$ cat config.mk
export PLATFORM = sky130hd
export DESIGN_NAME = stick_command_shaper_core
export DESIGN_NICKNAME = d
export VERILOG_FILES = /design/src/rtl/scs_pkg.sv /design/src/rtl/stick_command_shaper_core.sv
export SDC_FILE = /design/constraint.sdc
export NUM_CORES = 1
export LEC_CHECK = 0
export ABC_AREA = 1
export BUFFER_PORTS_ARGS = -buffer_cell sky130_fd_sc_hd__buf_2
export CAP_MARGIN = 5
export CELL_PAD_IN_SITES_DETAIL_PLACEMENT = 2
export CELL_PAD_IN_SITES_GLOBAL_PLACEMENT = 2
export CORE_UTILIZATION = 36
export CTS_BUF_LIST = sky130_fd_sc_hd__clkbuf_8
export CTS_CLUSTER_SIZE = 10
export DETAILED_ROUTE_END_ITERATION = 16
export GPL_TIMING_DRIVEN = 0
export MAX_ROUTING_LAYER = met4
export PLACE_DENSITY = 0.85
export SLEW_MARGIN = 20
export SYNTH_ARGS = -nofsm -noshare
export SYNTH_HDL_FRONTEND = slang
export SYNTH_SLANG_ARGS = --single-unit
$ cat constraint.sdc
create_clock -name clk -period 7.7 [get_ports clk]
set_clock_uncertainty 0.15 [all_clocks]
set_input_delay 0.385 -clock clk [delete_from_list [all_inputs] [get_ports clk]]
set_output_delay 0.385 -clock clk [all_outputs]
set_load 0.1 [all_outputs]
$ cat src/rtl/scs_pkg.sv
// Shared types and constants of the stick command shaper.
// No dependencies; imported by the core and by its port checker.
`default_nettype none

package scs_pkg;

    // Field widths
    localparam int unsigned PULSE_W = 15;
    localparam int unsigned CMD_W   = 16;
    localparam int unsigned GAIN_W  = 8;
    localparam int unsigned CFG_W   = 16;
    localparam int unsigned CFG_IDX_W = 3;
    localparam int unsigned TICK_W  = 4;
    localparam int unsigned PROD_W  = 2 * CMD_W;
    localparam int unsigned BAND_W  = 4;

    // Shaping constants
    localparam logic signed [CMD_W-1:0] SLEW_LIMIT = 16'sd1092;
    localparam logic [BAND_W-1:0]       RP_BAND    = 4'd4;
    localparam logic [BAND_W-1:0]       YAW_BAND   = 4'd10;
    localparam logic [TICK_W-1:0]       TICK_LAST  = 4'd7;

    // Register reset values
    localparam logic [GAIN_W-1:0]       GAIN_RST  = 8'd1;
    localparam logic signed [CMD_W-1:0] COS_RST   = 16'sd23170;
    localparam logic signed [CMD_W-1:0] SIN_RST   = -16'sd23170;
    localparam logic [PULSE_W-1:0]      TRIM_RST  = 15'd3000;

    // Configuration register indexes
    typedef enum logic [CFG_IDX_W-1:0] {
        CFG_ANGLE_MODE    = 3'd0,
        CFG_TILT_GAIN     = 3'd1,
        CFG_X_FRAME       = 3'd2,
        CFG_FRAME_COS     = 3'd3,
        CFG_FRAME_SIN     = 3'd4,
        CFG_AILERON_TRIM  = 3'd5,
        CFG_ELEVATOR_TRIM = 3'd6,
        CFG_RUDDER_TRIM   = 3'd7
    } cfg_idx_t;

    // Sequencer states
    typedef enum logic [3:0] {
        ST_IDLE,
        ST_ROLL_MUL,
        ST_ROLL_ACC,
        ST_PITCH_ACC,
        ST_YAW_ACC,
        ST_ROT_RC,
        ST_ROT_PS,
        ST_ROT_RS,
        ST_ROT_PC,
        ST_FINISH
    } state_t;

endpackage

`default_nettype wire

$ cat src/rtl/stick_command_shaper_core.sv
// Stick command shaper core: sequencer, shared multiplier and shared axis unit.
// Depends on scs_pkg.
`default_nettype none

// One beat in, one beat out per control tick. A wrapping tick counter lets
// every ninth tick recompute roll, pitch and yaw; other ticks return the held
// commands with updated low. A held tick goes straight from idle to the
// finish state; an updating tick steps through roll, pitch and yaw first,
// and with the X-frame rotation enabled also through the four rotation
// products. The finish state loads the result register once it is free, and
// the input is ready again as soon as that register is loaded. The steps come from the
// single 16x16 multiplier and the single deadband/clamp/add unit, which the
// sequencer steps through roll, pitch, yaw and the four rotation products.
// A finished result waits in the output register while the next beat is
// taken. Configuration writes are meant for idle periods only.
module stick_command_shaper_core (
    input  wire logic                          clk,
    input  wire logic                          rst_n,
    // configuration write port
    input  wire logic                          cfg_write_en,
    input  wire logic [scs_pkg::CFG_IDX_W-1:0] cfg_index,
    input  wire logic [scs_pkg::CFG_W-1:0]     cfg_data,
    // input channel
    input  wire logic                          in_valid,
    output logic                               in_ready,
    input  wire logic [scs_pkg::PULSE_W-1:0]   aileron_pulse,
    input  wire logic [scs_pkg::PULSE_W-1:0]   elevator_pulse,
    input  wire logic [scs_pkg::PULSE_W-1:0]   rudder_pulse,
    // output channel
    output logic                               out_valid,
    input  wire logic                          out_ready,
    output logic signed [scs_pkg::CMD_W-1:0]   roll_command,
    output logic signed [scs_pkg::CMD_W-1:0]   pitch_command,
    output logic signed [scs_pkg::CMD_W-1:0]   yaw_command,
    output logic                               updated
);
    import scs_pkg::*;

    // Configuration registers
    logic                     angle_mode_reg, angle_mode_next;
    logic [GAIN_W-1:0]        tilt_gain_reg, tilt_gain_next;
    logic                     x_frame_reg, x_frame_next;
    logic signed [CMD_W-1:0]  cos_reg, cos_next;
    logic signed [CMD_W-1:0]  sin_reg, sin_next;
    logic [PULSE_W-1:0]       ail_trim_reg, ail_trim_next;
    logic [PULSE_W-1:0]       ele_trim_reg, ele_trim_next;
    logic [PULSE_W-1:0]       rud_trim_reg, rud_trim_next;

    // Control and state
    state_t                   state_reg, state_next;
    logic [TICK_W-1:0]        tick_reg, tick_next;
    logic                     upd_reg, upd_next;
    logic                     out_valid_reg, out_valid_next;
    logic signed [CMD_W-1:0]  cmd_roll_reg, cmd_roll_next;
    logic signed [CMD_W-1:0]  cmd_pitch_reg, cmd_pitch_next;
    logic signed [CMD_W-1:0]  cmd_yaw_reg, cmd_yaw_next;
    logic signed [CMD_W-1:0]  last_roll_reg, last_roll_next;
    logic signed [CMD_W-1:0]  last_pitch_reg, last_pitch_next;

    // Datapath payload
    logic [PULSE_W-1:0]       ail_reg, ail_next;
    logic [PULSE_W-1:0]       ele_reg, ele_next;
    logic [PULSE_W-1:0]       rud_reg, rud_next;
    logic signed [PROD_W-1:0] prod_reg, prod_next;
    logic signed [PROD_W-1:0] acc_reg, acc_next;
    logic signed [CMD_W-1:0]  roll_tmp_reg, roll_tmp_next;
    logic signed [CMD_W-1:0]  out_roll_reg, out_roll_next;
    logic signed [CMD_W-1:0]  out_pitch_reg, out_pitch_next;
    logic signed [CMD_W-1:0]  out_yaw_reg, out_yaw_next;
    logic                     out_upd_reg, out_upd_next;

    // Combinational datapath signals
    logic signed [CMD_W-1:0]  off_roll, off_pitch, off_yaw;
    logic signed [CMD_W-1:0]  stick_gain;
    logic signed [CMD_W-1:0]  mul_a, mul_b;
    logic                     ax_angle;
    logic [BAND_W-1:0]        ax_band;
    logic signed [CMD_W-1:0]  ax_base;
    logic signed [CMD_W-1:0]  ax_last;
    logic signed [CMD_W-1:0]  ax_in;
    logic signed [CMD_W-1:0]  ax_band_s;
    logic signed [CMD_W-1:0]  ax_pre;
    logic signed [CMD_W-1:0]  ax_delta;
    logic signed [CMD_W-1:0]  ax_result;
    logic signed [PROD_W-1:0] rot_sum;
    logic signed [CMD_W-1:0]  rot_twice;
    logic                     accept;

    assign in_ready      = (state_reg == ST_IDLE);
    assign accept        = in_valid && in_ready;
    assign out_valid     = out_valid_reg;
    assign roll_command  = out_roll_reg;
    assign pitch_command = out_pitch_reg;
    assign yaw_command   = out_yaw_reg;
    assign updated       = out_upd_reg;

    // Trim-relative stick offsets, always within 16-bit signed range
    assign off_roll  = $signed({1'b0, ail_reg}) - $signed({1'b0, ail_trim_reg});
    assign off_pitch = $signed({1'b0, ele_reg}) - $signed({1'b0, ele_trim_reg});
    assign off_yaw   = $signed({1'b0, rud_reg}) - $signed({1'b0, rud_trim_reg});
    assign stick_gain = angle_mode_reg ? $signed({{(CMD_W-GAIN_W){1'b0}}, tilt_gain_reg})
                                       : 16'sd1;

    // Shared multiplier operand select
    always_comb
    begin
        case (state_reg)
            ST_ROLL_MUL:
            begin
                mul_a = off_roll;
                mul_b = stick_gain;
            end
            ST_ROLL_ACC:
            begin
                mul_a = off_pitch;
                mul_b = stick_gain;
            end
            ST_PITCH_ACC:
            begin
                mul_a = off_yaw;
                mul_b = 16'sd1;
            end
            ST_YAW_ACC:
            begin
                mul_a = cmd_roll_reg;
                mul_b = cos_reg;
            end
            ST_ROT_RC:
            begin
                mul_a = cmd_pitch_reg;
                mul_b = sin_reg;
            end
            ST_ROT_PS:
            begin
                mul_a = cmd_roll_reg;
                mul_b = sin_reg;
            end
            ST_ROT_RS:
            begin
                mul_a = cmd_pitch_reg;
                mul_b = cos_reg;
            end
            default:
            begin
                mul_a = '0;
                mul_b = '0;
            end
        endcase
    end

    // Shared axis unit: deadband or slew difference, clamp, wrapping add
    always_comb
    begin
        case (state_reg)
            ST_ROLL_ACC:
            begin
                ax_angle = angle_mode_reg;
                ax_band  = RP_BAND;
                ax_last  = last_roll_reg;
                ax_base  = angle_mode_reg ? last_roll_reg : cmd_roll_reg;
            end
            ST_PITCH_ACC:
            begin
                ax_angle = angle_mode_reg;
                ax_band  = RP_BAND;
                ax_last  = last_pitch_reg;
                ax_base  = angle_mode_reg ? last_pitch_reg : cmd_pitch_reg;
            end
            default:
            begin
                ax_angle = 1'b0;
                ax_band  = YAW_BAND;
                ax_last  = '0;
                ax_base  = cmd_yaw_reg;
            end
        endcase

        ax_in = prod_reg[CMD_W-1:0];
        if (ax_in >= $signed({{(CMD_W-BAND_W){1'b0}}, ax_band}))
            ax_band_s = ax_in - $signed({{(CMD_W-BAND_W){1'b0}}, ax_band});
        else if (ax_in <= -$signed({{(CMD_W-BAND_W){1'b0}}, ax_band}))
            ax_band_s = ax_in + $signed({{(CMD_W-BAND_W){1'b0}}, ax_band});
        else
            ax_band_s = '0;

        ax_pre = ax_angle ? (ax_in - ax_last) : ax_band_s;

        if (ax_pre > SLEW_LIMIT)
            ax_delta = SLEW_LIMIT;
        else if (ax_pre < -SLEW_LIMIT)
            ax_delta = -SLEW_LIMIT;
        else
            ax_delta = ax_pre;

        ax_result = ax_base + ax_delta;
    end

    // Rotation accumulator: high word of the 32-bit sum, times two
    assign rot_sum   = (state_reg == ST_ROT_PS) ? (acc_reg - prod_reg) : (acc_reg + prod_reg);
    assign rot_twice = {rot_sum[PROD_W-2:CMD_W], 1'b0};

    // Next state and datapath control
    always_comb
    begin
        angle_mode_next = angle_mode_reg;
        tilt_gain_next  = tilt_gain_reg;
        x_frame_next    = x_frame_reg;
        cos_next        = cos_reg;
        sin_next        = sin_reg;
        ail_trim_next   = ail_trim_reg;
        ele_trim_next   = ele_trim_reg;
        rud_trim_next   = rud_trim_reg;

        state_next      = state_reg;
        tick_next       = tick_reg;
        upd_next        = upd_reg;
        out_valid_next  = out_valid_reg;
        cmd_roll_next   = cmd_roll_reg;
        cmd_pitch_next  = cmd_pitch_reg;
        cmd_yaw_next    = cmd_yaw_reg;
        last_roll_next  = last_roll_reg;
        last_pitch_next = last_pitch_reg;

        ail_next        = ail_reg;
        ele_next        = ele_reg;
        rud_next        = rud_reg;
        prod_next       = mul_a * mul_b;
        acc_next        = acc_reg;
        roll_tmp_next   = roll_tmp_reg;
        out_roll_next   = out_roll_reg;
        out_pitch_next  = out_pitch_reg;
        out_yaw_next    = out_yaw_reg;
        out_upd_next    = out_upd_reg;

        // configuration writes
        if (cfg_write_en)
        begin
            case (cfg_idx_t'(cfg_index))
                CFG_ANGLE_MODE:    angle_mode_next = cfg_data[0];
                CFG_TILT_GAIN:     tilt_gain_next  = cfg_data[GAIN_W-1:0];
                CFG_X_FRAME:       x_frame_next    = cfg_data[0];
                CFG_FRAME_COS:     cos_next        = cfg_data;
                CFG_FRAME_SIN:     sin_next        = cfg_data;
                CFG_AILERON_TRIM:  ail_trim_next   = cfg_data[PULSE_W-1:0];
                CFG_ELEVATOR_TRIM: ele_trim_next   = cfg_data[PULSE_W-1:0];
                CFG_RUDDER_TRIM:   rud_trim_next   = cfg_data[PULSE_W-1:0];
                default:           ;
            endcase
        end

        // result beat taken
        if (out_valid_reg && out_ready)
            out_valid_next = 1'b0;

        case (state_reg)
            ST_IDLE:
            begin
                if (accept)
                begin
                    ail_next = aileron_pulse;
                    ele_next = elevator_pulse;
                    rud_next = rudder_pulse;
                    if (tick_reg > TICK_LAST)
                    begin
                        tick_next  = '0;
                        upd_next   = 1'b1;
                        state_next = ST_ROLL_MUL;
                    end
                    else
                    begin
                        tick_next  = tick_reg + 1'b1;
                        upd_next   = 1'b0;
                        state_next = ST_FINISH;
                    end
                end
            end
            ST_ROLL_MUL:
            begin
                state_next = ST_ROLL_ACC;
            end
            ST_ROLL_ACC:
            begin
                cmd_roll_next = ax_result;
                if (angle_mode_reg)
                    last_roll_next = ax_result;
                state_next = ST_PITCH_ACC;
            end
            ST_PITCH_ACC:
            begin
                cmd_pitch_next = ax_result;
                if (angle_mode_reg)
                    last_pitch_next = ax_result;
                state_next = ST_YAW_ACC;
            end
            ST_YAW_ACC:
            begin
                cmd_yaw_next = ax_result;
                state_next   = x_frame_reg ? ST_ROT_RC : ST_FINISH;
            end
            ST_ROT_RC:
            begin
                acc_next   = prod_reg;
                state_next = ST_ROT_PS;
            end
            ST_ROT_PS:
            begin
                roll_tmp_next = rot_twice;
                state_next    = ST_ROT_RS;
            end
            ST_ROT_RS:
            begin
                acc_next   = prod_reg;
                state_next = ST_ROT_PC;
            end
            ST_ROT_PC:
            begin
                cmd_roll_next  = roll_tmp_reg;
                cmd_pitch_next = rot_twice;
                state_next     = ST_FINISH;
            end
            ST_FINISH:
            begin
                // load the output register once it is free
                if (!out_valid_reg || out_ready)
                begin
                    out_roll_next  = cmd_roll_reg;
                    out_pitch_next = cmd_pitch_reg;
                    out_yaw_next   = cmd_yaw_reg;
                    out_upd_next   = upd_reg;
                    out_valid_next = 1'b1;
                    state_next     = ST_IDLE;
                end
            end
            default:
            begin
                state_next = ST_IDLE;
            end
        endcase
    end

    // State, configuration and command registers
    always_ff @(posedge clk or negedge rst_n)
    begin
        if (!rst_n)
        begin
            angle_mode_reg <= 1'b0;
            tilt_gain_reg  <= GAIN_RST;
            x_frame_reg    <= 1'b0;
            cos_reg        <= COS_RST;
            sin_reg        <= SIN_RST;
            ail_trim_reg   <= TRIM_RST;
            ele_trim_reg   <= TRIM_RST;
            rud_trim_reg   <= TRIM_RST;
            state_reg      <= ST_IDLE;
            tick_reg       <= '0;
            upd_reg        <= 1'b0;
            out_valid_reg  <= 1'b0;
            cmd_roll_reg   <= '0;
            cmd_pitch_reg  <= '0;
            cmd_yaw_reg    <= '0;
            last_roll_reg  <= '0;
            last_pitch_reg <= '0;
        end
        else
        begin
            angle_mode_reg <= angle_mode_next;
            tilt_gain_reg  <= tilt_gain_next;
            x_frame_reg    <= x_frame_next;
            cos_reg        <= cos_next;
            sin_reg        <= sin_next;
            ail_trim_reg   <= ail_trim_next;
            ele_trim_reg   <= ele_trim_next;
            rud_trim_reg   <= rud_trim_next;
            state_reg      <= state_next;
            tick_reg       <= tick_next;
            upd_reg        <= upd_next;
            out_valid_reg  <= out_valid_next;
            cmd_roll_reg   <= cmd_roll_next;
            cmd_pitch_reg  <= cmd_pitch_next;
            cmd_yaw_reg    <= cmd_yaw_next;
            last_roll_reg  <= last_roll_next;
            last_pitch_reg <= last_pitch_next;
        end
    end

    // Payload registers
    always_ff @(posedge clk)
    begin
        ail_reg       <= ail_next;
        ele_reg       <= ele_next;
        rud_reg       <= rud_next;
        prod_reg      <= prod_next;
        acc_reg       <= acc_next;
        roll_tmp_reg  <= roll_tmp_next;
        out_roll_reg  <= out_roll_next;
        out_pitch_reg <= out_pitch_next;
        out_yaw_reg   <= out_yaw_next;
        out_upd_reg   <= out_upd_next;
    end

endmodule

`default_nettype wire

==> results of run 1 <==
-- logic make-up after synthesis --
| logic type | after synthesis | share of synthesized area (%) |
|---|---|---|
| simple gates | 1298 | 18.22 |
| buf+inv | 836 | 10.67 |
| compound gates | 625 | 11.54 |
| fa+ha+maj | 456 | 25.52 |
| flops | 348 | 30.91 |
| xor+xnor | 108 | 3.143 |
-- cells in the mapped netlist, types with 21 or more instances --
cell      count  area share (%)
a21oi_1     184             3.1
a31oi_1      22            0.46
clkbuf_1     63            0.79
dfrtp_1     139              12
dfstp_2      38             3.3
dfxtp_1      31             2.1
edfxtp_1    140              14
fa_1        263              17
ha_1        193             8.0
inv_1       722             9.0
nand2_1     742             9.3
nand3_1     107             1.8
nand4_1      28            0.58
nor2_1      308             3.8
nor3_1       34            0.57
o211ai_1     21            0.52
o21ai_0     282             4.7
o22ai_1      34            0.71
xnor2_1      28            0.81
xor2_1       80             2.3
-- through the flow --
step	utilization (%)	setup slack, ns	hold WS [ns]
after CTS	44.05	-0.05438	0.02069
after detailed placement	39.08	-1.736	0.07101
after global placement	38.88	-2.317	0.2839
after floorplan	-	0.1841	-0.06059
-- per-layer routing --
metal | GRT usage [%] | GRT overflow
met5 | - | -
met4 | 70.07 | 132
met3 | 55.12 | 8
met2 | 86.19 | 226
met1 | 70.65 | 12
-- repair_timing --
action                                 in CTS
resized for setup                         363
gates cloned                                2
setup endpoints to repair                  79
setup buffers                              93
hold buffers                               66
pin swaps                                 110
endpoints found under the hold margin     159
==> summary.txt, run 1 <==
Placed design
  – Post-DP HPWL: slightly below 100000 um
  – Inst Count DP: 4866
  – IO buf count: 119
  – Cell Area, Placed: 32190 sq um
  – Routability cong.: between 0.9 and 1

Clocking
  – H-tree levels: 3
  – Clk root buf: clkbuf_8
  – CTS Buf Count: 67
  – # clock sinks: 348
  – CTS max path bufs: 3

Logic synthesis
  – Synth Flop Type: edfxtp_1
  – Seq/Total Area, Yosys: 30.91%
  – Post-synth EDFFs: between 100 and 150
  – Cell Area, Synth: 30090 sq um
  – Post-Syn Instances: between 3000 and 4000
  – Ys Warns: 0
  – Number of synthesized register bits: 348
  – Netlist cell types: a little under 60
  – Fraction of registers with async set/reset: around half
  – Post-Syn Area per Cell: between 8 and 9 sq um
  – Syn Nets: 4196

Run status
  – Status: did not finish
  – Error message: [ERROR GRT-0232] Routing congestion too high. Check the congestion heatmap in the GUI.
  – Exit stage: global routing

GRT
  – GRT Total Usage: 71.66%
  – Largest net degree at the start of global routing: 86
  – Grt ovf: 378

Die
  – I/O Pins: 120
  – Row count: roughly 110
  – Starting density of the core: 36.53%
  – DIE WIDTH: 291.1 um
  – Die H: 291.1 um
==> run 2, diff against run 1 <==
Settings changed: CELL_PAD_IN_SITES_DETAIL_PLACEMENT 2 to unset, CELL_PAD_IN_SITES_GLOBAL_PLACEMENT 2 to unset, CORE_UTILIZATION 36 to 40, CTS_BUF_LIST sky130_fd_sc_hd__clkbuf_8 to unset, CTS_CLUSTER_SIZE 10 to unset, MAX_ROUTING_LAYER met4 to unset, PLACE_DENSITY 0.85 to unset, PLACE_DENSITY_LB_ADDON set to 0.15.
Clock period 7.7 ns to 10 ns, I/O delays scaled along.
==> run 2 against run 1 <==
The flow now finishes without violations. Synthesized cell count did not move. Synthesized area did not move.
==> summary.txt, run 2 <==
Logic synthesis
  – Number of synthesized register bits: 348 (unchanged)
  – Post-synth top area cell: fa_1
  – Seq/Total Area, Yosys: 30.91% (unchanged)
  – Fraction of registers with async set/reset: 50.86% (unchanged)
  – Most frequent cell after synthesis: nand2_1
  – Post-synth EDFFs: 140 (unchanged)
  – Post-Syn Instances: 3671 (unchanged)
  – Post-Syn Area per Cell: 8.197 sq um (unchanged)
  – Cell Area, Synth: 30090 sq um (unchanged)
  – Ys Warns: 0 (unchanged)
  – Synth top area cells: fa_1 17%, edfxtp_1 14%, dfrtp_1 12%
  – Netlist cell types: 58 (unchanged)
  – Synth Flop Type: edfxtp_1
  – Syn Nets: 4196 (unchanged)
  – Yosys top cell area share: 17.50% (unchanged)
  – Most frequent cells after synthesis: 742 x nand2_1, 722 x inv_1, 308 x nor2_1, 282 x o21ai_0, 263 x fa_1

Layout
  – # diodes: 0
  – Area of the multi-input gates: 17590 sq um
  – Post-layout util: 45.79%
  – Share of layout cells above drive strength 1: roughly 8.6%
  – Layout fillers: 7401
  – Most common cell after layout, fill and taps aside: nand2_1
  – Most frequent cells in the layout: 742 x nand2_1, 721 x inv_1, 306 x nor2_1
  – Area Overhead vs Synth: 13.29%
  – Reg area: around 9300 sq um
  – Nets: 4425
  – Post-Layout Cell Count: 4903

STA
  – Period utilization: 91.04%
  – Fmax: 109.8 MHz
  – Setup violations, final: 0
  – Worst Tran Pin Value: around 1 ns
  – Fin crit period: 9.104 ns
  – Final Hold Fails: 0
  – Fin Hold WS: ~0.031 ns
  – Slew Viols, Final: 0
  – RSZ-0062 raised after global routing: no
  – Relative slew slack: 32.63%

Power
  – Sequential power share: 19.1%
  – Pleak: around 0.017 uW
  – Comb pwr share: 67.9%
  – Sw power: between 6000 and 7000 uW
  – PD cells: 357.5 nW/um^2
  – Max rail drop VDD: 179.6 uV
  – Internal power: 5420 uW
  – Sw frac: 55.53%
  – Clk pwr share: 13.0%

GRT
  – Largest net degree at the start of global routing: just over 90
  – First-pass GRT wire length: approximately 140000 um
  – Grt ovf: 0
  – Initial antenna violation count: 2
  – GRT Total Usage: 24.23%
  – Vias in the first global route: 24750

Routing
  – Post-route ant nets: 0
  – Final WL: 91260 um
  – Avg WL per Cell: between 15 and 20 um
  – DRC: 0
  – Drt pass-1 iters: 5
  – Routed vias/inst: 5.061
  – Via count: 24820
  – Initial detailed-routing violation count: 1693

Die
  – Row count: 100 (-4.8%)
  – Die H: 276.3 um (-5.1%)
  – I/O Pins: 120 (unchanged)
  – Starting density of the core: 40.42% (+3.9 points)
  – Die area: 76330 sq um
  – DIE WIDTH: 276.3 um (-5.1%)
  – Core Area: 74450 sq um

Clocking
  – H-tree levels: 2 (-1)
  – CTS max path bufs: 3 (unchanged)
  – CTS Buf Count: 42 (-37%)
  – Clock Latency Late Sink: around 0.62 ns
  – Worst-path clk slew: 0.06 ns
  – CTS tree: done
  – Clk root buf: clkbuf_16
  – # clock sinks: 348 (unchanged)

Setup path
  – Crit path DAT: 9.41 ns
  – CP max stage delay: between 0.8 and 0.9 ns
  – WP buf/inv: 8
  – Critical path's slowest cell: a21oi_1
  – Most frequent CP cell: fa_1
  – Crit path max-delay family: adder cells
  – CP Launch Type: register
  – Crit. End Element: register
  – Worst Path Max Fanout: 10
  – Data required, critical path: 10.30 ns
  – Worst Setup Path Type: reg -> reg

Placed design
  – Post-DP HPWL: 73770 um (-26%)
  – Inst Count DP: 4765 (-2.1%)
  – Routability cong.: 0.9342 (+1.5%)
  – IO buf count: 119 (unchanged)

Run status
  – Status: finished, final reports clean

Hold path
  – Min-delay worst type: in -> reg

Flow run
  – # Max-Cap Violations: 0
## run 2: cell counts after synthesis
No cell type changed its count.
## run 2: kinds of logic after synthesis
logic type	synth area share [%]
AND/OR/NAND/NOR	18.22
AO/OA/AOI/OAI	11.54
adder cells (fa/ha/maj)	25.52
buffers and inverters	10.67
flip-flops	30.91
XOR/XNOR	3.143
## run 2: power by group through the flow
stage               Combinational, uW  Sequential [uW]  Clock (uW)
global route                     9210             2370        1680
finish                           8280             2330        1580
CTS                              8240             2320        1610
global placement                 8150             2360           0
floorplan                        5560             2380           0
detailed placement               8170             2350           0
## run 2: metrics by stage
step / setup slack (ns) / cell area [sq um] / setup TNS [ns] / power (uW)
6_report: 0.8963 / 34090 / 0 / 12190
3_3_place_gp: -0.1472 / 31900 / -0.3122 / 10500
4_1_cts: 0.9889 / 34090 / 0 / 12180
2_1_floorplan: 2.484 / 30090 / 0 / 7943
5_1_grt: 0.4262 / 34090 / 0 / 13260
3_5_place_dp: 1.083 / 32060 / 0 / 10520
## run 2: timing repair
| item | CTS | global route |
|---|---|---|
| setup buffers | 0 | 0 |
| gates resized for setup | 0 | 0 |
| hold buffers | 60 | 0 |
| endpoints found under the hold margin | 129 | 0 |
## run 2: worst min-delay path, cell delays in order
cell,delay [ns]
buf_2,0.10
inv_1,0.07
o21ai_0,0.08
## run 2: area by class of cell
cell class                 instances  share of cell area [%]
buffer                            87                   1.163
clock buffer                      58                   3.498
clock inverter                    20                  0.7047
inverter                         749                   8.261
multi-input combinational       2487                   51.60
sequential                       348                   27.28
tap                              969                   3.556
timing repair buffer             185                   3.934
## run 2: final timing paths
kind	startpoint	endpoint	slack, ns	depth (start not counted)
worst max register to register	state_reg[0]	prod_reg[29]	0.90	28
worst max-delay path	state_reg[0]	prod_reg[29]	0.90	28
worst min register to register	upd_reg	updated	0.31	0
worst min-delay path	cfg_data[15]	sin_reg[15]	0.03	3
max in group asynchronous	rst_n	cos_reg[14]	8.33	3
min in group asynchronous	rst_n	cmd_yaw_reg[3]	0.32	2
## run 2: routing by layer
layer	part of all wire (%)	GRT usage [%]	up-vias
li1	-	-	12110
met4	3.2	7.864	0
met3	4.9	3.008	117
met1	45	32.73	11960
met2	47	40.32	630
met5	0	0	-
(Power assumes the default switching activity.)
==> run 3, diff against run 2 <==
Settings changed: CORE_UTILIZATION 40 to 35.
==> run 3 against run 2 <==
Design area increased by 0.88%. Worst setup slack got worse by 0.15 ns. Global-route usage decreased by 2.2 points. Flip-flop and latch count unchanged. Utilization fell by 5.4 points. Largest power group unchanged. Count of clock-buffer cells in the layout decreased by 5. Critical path type unchanged. Register-to-register slack got worse by 0.15 ns. Combinational power up 0.7%. Sequential share of layout area shrank 0.24 points.
==> summary.txt, run 3 (same netlist as run 2, synthesis figures left out) <==
Run status
  – Status: finished, final reports clean

STA
  – Fmax: 108.0 MHz (-1.6%)
  – Final Hold Fails: 0 (unchanged)
  – Relative slew slack: 21.20% (-11 points)
  – RSZ-0062 raised after global routing: no
  – Worst Tran Pin Value: 1.178 ns (+0.1747 ns)
  – Setup violations, final: 0 (unchanged)
  – Fin crit period: 9.255 ns (+0.1518 ns)
  – Period utilization: 92.55% (+1.5 points)
  – Slew Viols, Final: 0 (unchanged)

Layout
  – Reg area: 9301 sq um (unchanged)
  – Area of the multi-input gates: 17590 sq um (about the same)
  – Layout fillers: 8875 (+20%)
  – Nets: 4427 (+0.045%)
  – Post-Layout Cell Count: 5082 (+3.7%)
  – Most common cell after layout, fill and taps aside: nand2_1
  – Area Overhead vs Synth: 14.28%
  – Share of layout cells above drive strength 1: 8.458% (-0.11 points)
  – Most frequent cells in the layout: 742 x nand2_1, 721 x inv_1, 307 x nor2_1
  – Fin area: 34390 sq um (+0.88%)

Setup path
  – Worst Path Max Fanout: 10 (unchanged)
  – Crit path DAT: 9.55 ns (+0.14 ns)
  – Most frequent CP cell: fa_1
  – CP Launch Type: register
  – Worst Setup Path Type: reg -> reg
  – Reg2reg end: prod_reg[29]
  – Critical path's slowest cell: a21oi_1
  – Reg2Reg Setup Slack: 0.74 ns (-0.15 ns)
  – Data required, critical path: 10.29 ns (about the same)
  – Worst reg2reg startpoint: state_reg[0]
  – Crit. End Element: register
  – CP max stage delay: 0.84 ns (-0.02 ns)
  – Worst reg-to-reg path cell count: 28 (unchanged)

Placed design
  – Cell Area, Placed: 32260 sq um (+0.63%)
  – Routability cong.: 0.9049 (-3.1%)
  – IO buf count: 119 (unchanged)
  – Post-DP HPWL: 76940 um (+4.3%)
  – Inst Count DP: 4939 (+3.7%)

Power
  – Sw frac: 55.34% (-0.19 points)
  – Comb pwr share: 67.5% (-0.4 points)
  – Clk pwr share: 13.6% (+0.6 points)
  – Max rail drop VDD: 197.5 uV (+9.9%)
  – Pwr Total: 12350 uW (+1.3%)
  – Internal power: 5515 uW (+1.7%)
  – Sw power: 6834 uW (+0.97%)
  – Pleak: 0.01699 uW (+0.24%)
  – PD cells: 359.1 nW/um^2 (+0.44%)
  – Sequential power share: 18.9% (-0.2 points)

Routing
  – DRC: 0 (unchanged)
  – Via count: 24970 (+0.62%)
  – Initial detailed-routing violation count: 1860 (+9.9%)
  – Final WL: 94190 um (+3.2%)
  – Post-route ant nets: 0 (unchanged)
  – Drt pass-1 iters: 5 (unchanged)
  – Routed vias/inst: 4.914 (-2.9%)
  – Avg WL per Cell: 18.53 um (-0.42%)

Hold path
  – Sink of the worst hold path: tick_reg[1]
  – Min-delay worst type: in -> reg
  – Hold depth: 2 (-1)
  – HP Start: in_valid

Die
  – Die area: 87150 sq um (+14%)
  – Die H: 295.2 um (+6.9%)
  – Row count: 107 (+7.0%)
  – DIE WIDTH: 295.2 um (+6.9%)
  – I/O Pins: 120 (unchanged)
  – Core Area: 85150 sq um (+14%)
  – Starting density of the core: 35.34% (-5.1 points)

Clocking
  – Worst-path clk slew: 0.06 ns (about the same)
  – CTS tree: done
  – Clock Latency Late Sink: 0.62 ns (about the same)
  – CTS max path bufs: 3 (unchanged)
  – # clock sinks: 348 (unchanged)
  – H-tree levels: 2 (unchanged)
  – Clk root buf: clkbuf_16
  – CTS Buf Count: 43 (+2.4%)
  – CTS resizes: 0 (unchanged)

GRT
  – Grt ovf: 0 (unchanged)
  – First-pass GRT wire length: 145400 um (+1.9%)
  – Largest net degree at the start of global routing: 85 (-8.6%)
  – GRT Total Usage: 22.05% (-2.2 points)
  – Vias in the first global route: 24620 (-0.51%)
  – Initial antenna violation count: 4 (+2)

Flow run
  – # Max-Cap Violations: 0 (unchanged)
## run 3: cell types whose count changed in the layout (fill, tap and decap cells not counted), moves of 2 or more
cell | previous run | this run
clkinvlp_4 | 4 | 2
bufinv_16 | 2 | 7
clkbuf_8 | 6 | 1
clkinv_1 | 10 | 14
inv_4 | 2 | 4
dlygate4sd3_1 | 60 | 62
clkinv_2 | 7 | 4
## run 3: worst max path at each step
stage	start	to	cells past startpoint
4_1_cts	state_reg[0]	prod_reg[29]	28
3_3_place_gp	state_reg[2]	prod_reg[26]	28
2_1_floorplan	ele_trim_reg[0]	prod_reg[26]	35
5_1_grt	state_reg[0]	prod_reg[29]	28
3_5_place_dp	state_reg[0]	prod_reg[29]	28
6_report	state_reg[0]	prod_reg[29]	28
## run 3: power groups by stage
stage	Clock (uW)	Combinational [uW]	Sequential, uW
6_report	1680	8340	2330
3_5_place_dp	0	8260	2360
4_1_cts	1720	8330	2330
5_1_grt	1770	9310	2370
2_1_floorplan	0	5560	2380
3_3_place_gp	0	8250	2370
## run 3: what timing repair did
action	CTS	global route
endpoints found under the hold margin	140	0
hold buffers	62	0
buffers inserted	0	0
## run 3: layout make-up
cell class | instances | share of cell area (%)
Buffer | 87 | 1.161
Antenna cell | 1 | 0.007276
Clock buffer | 53 | 3.267
Tap cell | 1144 | 4.162
Sequential cell | 348 | 27.05
Clock inverter | 27 | 1.124
Timing Repair Buffer | 186 | 3.900
Multi-Input combinational cell | 2487 | 51.14
Inverter | 749 | 8.190
## run 3: critical path, delay by kind of cell, from the launching register on
kind / cells / cell delay, ns
flip-flops: 1 / 0.36
adder cells (fa/ha/maj): 7 / 3.63
XOR/XNOR: 1 / 0.34
AND/OR/NAND/NOR: 9 / 1.76
AO/OA/AOI/OAI: 3 / 1.16
buffers and inverters: 8 / 1.65
## run 3: metal layers
layer	part of all wire, %	wire, um	vias to the layer above	GRT usage, %
met4	3.4	3224	0	7.368
li1	-	-	12130	-
met2	47	44070	628	36.50
met5	0	0	-	0
met3	4.6	4306	113	2.225
met1	45	42600	12100	30.09
## run 3: stage by stage
step	utilization (%)	TNS, ns	setup slack [ns]	hold WS, ns
after floorplan	-	0	2.484	0.05441
after global placement	37.72	-1.556	-0.3430	0.2973
after detailed placement	37.88	0	0.9912	0.1841
after CTS	40.39	0	0.9026	0.01063
after global routing	40.39	0	0.3992	0.04072
final	40.39	0	0.7446	0.04674
==> run 4, diff against run 3 <==
Settings changed: CELL_PAD_IN_SITES_DETAIL_PLACEMENT set to 0, CELL_PAD_IN_SITES_GLOBAL_PLACEMENT set to 2.
==> run 4 against run 3 <==
Sequential power about the same. Sequential share of layout area barely moved. Critical path depth stayed put. Count of clock-buffer cells in the layout did not move. Combinational power increased by 2%. Die area unchanged. Register-to-register slack improved by 0.03 ns. Critical path type unchanged. Critical endpoint unchanged. Largest cell class unchanged. Largest power group unchanged.
==> summary.txt, run 4 (same netlist as run 2, synthesis figures left out) <==
Run status
  – Status: finished, final reports clean

Routing
  – DRC: 0 (unchanged)
  – Avg WL per Cell: 19.76 um (+6.6%)
  – Via count: 24800 (-0.69%)
  – Drt pass-1 iters: 8 (+3)
  – Initial detailed-routing violation count: 1506 (-19%)
  – Final WL: 100400 um (+6.5%)
  – Post-route ant nets: 0 (unchanged)
  – Routed vias/inst: 4.882 (-0.63%)

Setup path
  – Most frequent CP cell: fa_1
  – Crit path max-delay family: adder cells
  – WP buf/inv: 8 (unchanged)
  – Data required, critical path: 10.30 ns (about the same)
  – CP Launch Type: register
  – CP max stage delay: 0.84 ns (about the same)
  – Critical path's slowest cell: a21oi_1
  – Worst Path Max Fanout: 10 (unchanged)
  – Worst Setup Path Type: reg -> reg
  – Crit path DAT: 9.53 ns (-0.02 ns)
  – Crit. End Element: register

Clocking
  – H-tree levels: 2 (unchanged)
  – Clk root buf: clkbuf_16
  – # clock sinks: 348 (unchanged)
  – Worst-path clk slew: 0.06 ns (about the same)
  – CTS Buf Count: 42 (-2.3%)
  – Setup Buffers After CTS: 0 (unchanged)
  – CTS max path bufs: 3 (unchanged)
  – Clock Latency Late Sink: 0.62 ns (about the same)
  – CTS tree: done

GRT
  – First-pass GRT wire length: 153600 um (+5.7%)
  – Vias in the first global route: 25360 (+3.0%)
  – GRT Total Usage: 23.60% (+1.5 points)
  – Largest net degree at the start of global routing: 70 (-18%)
  – Initial antenna violation count: 2 (-2)
  – Grt ovf: 0 (unchanged)

Layout
  – Most frequent cells in the layout: 742 x nand2_1, 721 x inv_1, 306 x nor2_1
  – Nets: 4425 (-0.045%)
  – Share of layout cells above drive strength 1: 8.566% (+0.11 points)
  – Area Overhead vs Synth: 14.26% (about the same)
  – Most common cell after layout, fill and taps aside: nand2_1
  – Post-Layout Cell Count: 5079 (-0.059%)

Hold path
  – Min-delay worst type: in -> reg

Placed design
  – Routability cong.: 0.8639 (-4.5%)
  – Post-DP HPWL: 82210 um (+6.9%)
  – Inst Count DP: 4939 (unchanged)
  – IO buf count: 119 (unchanged)

Die
  – Core Area: 85150 sq um (unchanged)
  – Die area: 87150 sq um (unchanged)
  – Starting density of the core: 35.34% (unchanged)
  – DIE WIDTH: 295.2 um (unchanged)
  – Die H: 295.2 um (unchanged)
  – Row count: 107 (unchanged)
  – I/O Pins: 120 (unchanged)

Power
  – Pleak: 0.01699 uW (about the same)
  – Max rail drop VDD: 280.4 uV (+42%)
  – PD cells: 362.9 nW/um^2 (+1.1%)

STA
  – Relative slew slack: 22.18% (+0.98 points)
  – TNS Setup: 0 ns (unchanged)
  – Fin crit period: 9.227 ns (-0.02826 ns)
  – Period utilization: 92.27% (-0.28 points)
  – Slew Viols, Final: 0 (unchanged)
  – Worst Tran Pin Value: 1.163 ns (-0.01457 ns)
  – Fmax: 108.4 MHz (+0.31%)
  – Fin Hold WS: 0.05203 ns (+0.005298 ns)
  – Final Hold Fails: 0 (unchanged)
  – RSZ-0062 raised after global routing: no
  – Setup violations, final: 0 (unchanged)

Flow run
  – # Max-Cap Violations: 0 (unchanged)
run 4: worst register-to-register path, delay by kind of cell, from the launching register on:
family | cells | cell delay [ns]
AOI/OAI and AO/OA | 3 | 1.16
xor gates and xnor gates | 1 | 0.31
adders and majority gates | 7 | 3.62
buffers and inverters | 8 | 1.68
DFF | 1 | 0.36
and+or+nand+nor | 9 | 1.79
run 4: path summary, 6_finish.rpt:
path | start | endpoint | slack (ns) | cells after the start
min reg2reg | prod_reg[30] | acc_reg[30] | 0.31 | 0
min in group asynchronous | rst_n | rud_trim_reg[13] | 0.26 | 2
max reg2reg | state_reg[0] | prod_reg[29] | 0.77 | 28
max | state_reg[0] | prod_reg[29] | 0.77 | 28
max in group asynchronous | rst_n | sin_reg[2] | 8.36 | 4
min | in_valid | tick_reg[1] | 0.05 | 2
run 4: report_power, final:
part           total, uW  switching [uW]  leakage [uW]  internal, uW
Sequential          2330             346       0.00368          1980
Clock               1670             685      0.000734           988
Combinational       8480            5930        0.0126          2550
Total              12500            6960        0.0170          5510
run 4: per-layer routing:
metal / up-vias / wire (um) / GRT usage [%]
met5: - / 0 / 0
met4: 0 / 3334 / 7.330
met3: 115 / 3519 / 2.376
li1: 12120 / - / -
met1: 12100 / 45570 / 31.75
met2: 465 / 47940 / 39.88
run 4: final cells by class:
class                           count  area, sq um
Sequential cell                   348         9301
Antenna cell                        1        2.502
Inverter                          749         2816
Clock inverter                     25        357.8
Buffer                             87        399.1
Tap cell                         1144         1431
Timing Repair Buffer              185         1331
Clock buffer                       53         1154
Fill cell                        8999        50760
Multi-Input combinational cell   2487        17590
run 4: repair_timing:
item                                   in CTS  in global routing
endpoints found under the hold margin      98                  0
hold buffers                               61                  0
resized for setup                           0                  0
run 4: metrics by stage:
step	area (sq um)	util, %	total power, uW	worst slack [ns]
5_1_grt	34380	40.38	13670	0.2070
3_5_place_dp	32260	37.89	10870	0.8469
6_report	34380	40.38	12480	0.7728
2_1_floorplan	30090	-	7943	2.484
4_1_cts	34380	40.38	12630	0.7794
3_3_place_gp	32120	37.72	10900	-0.5762
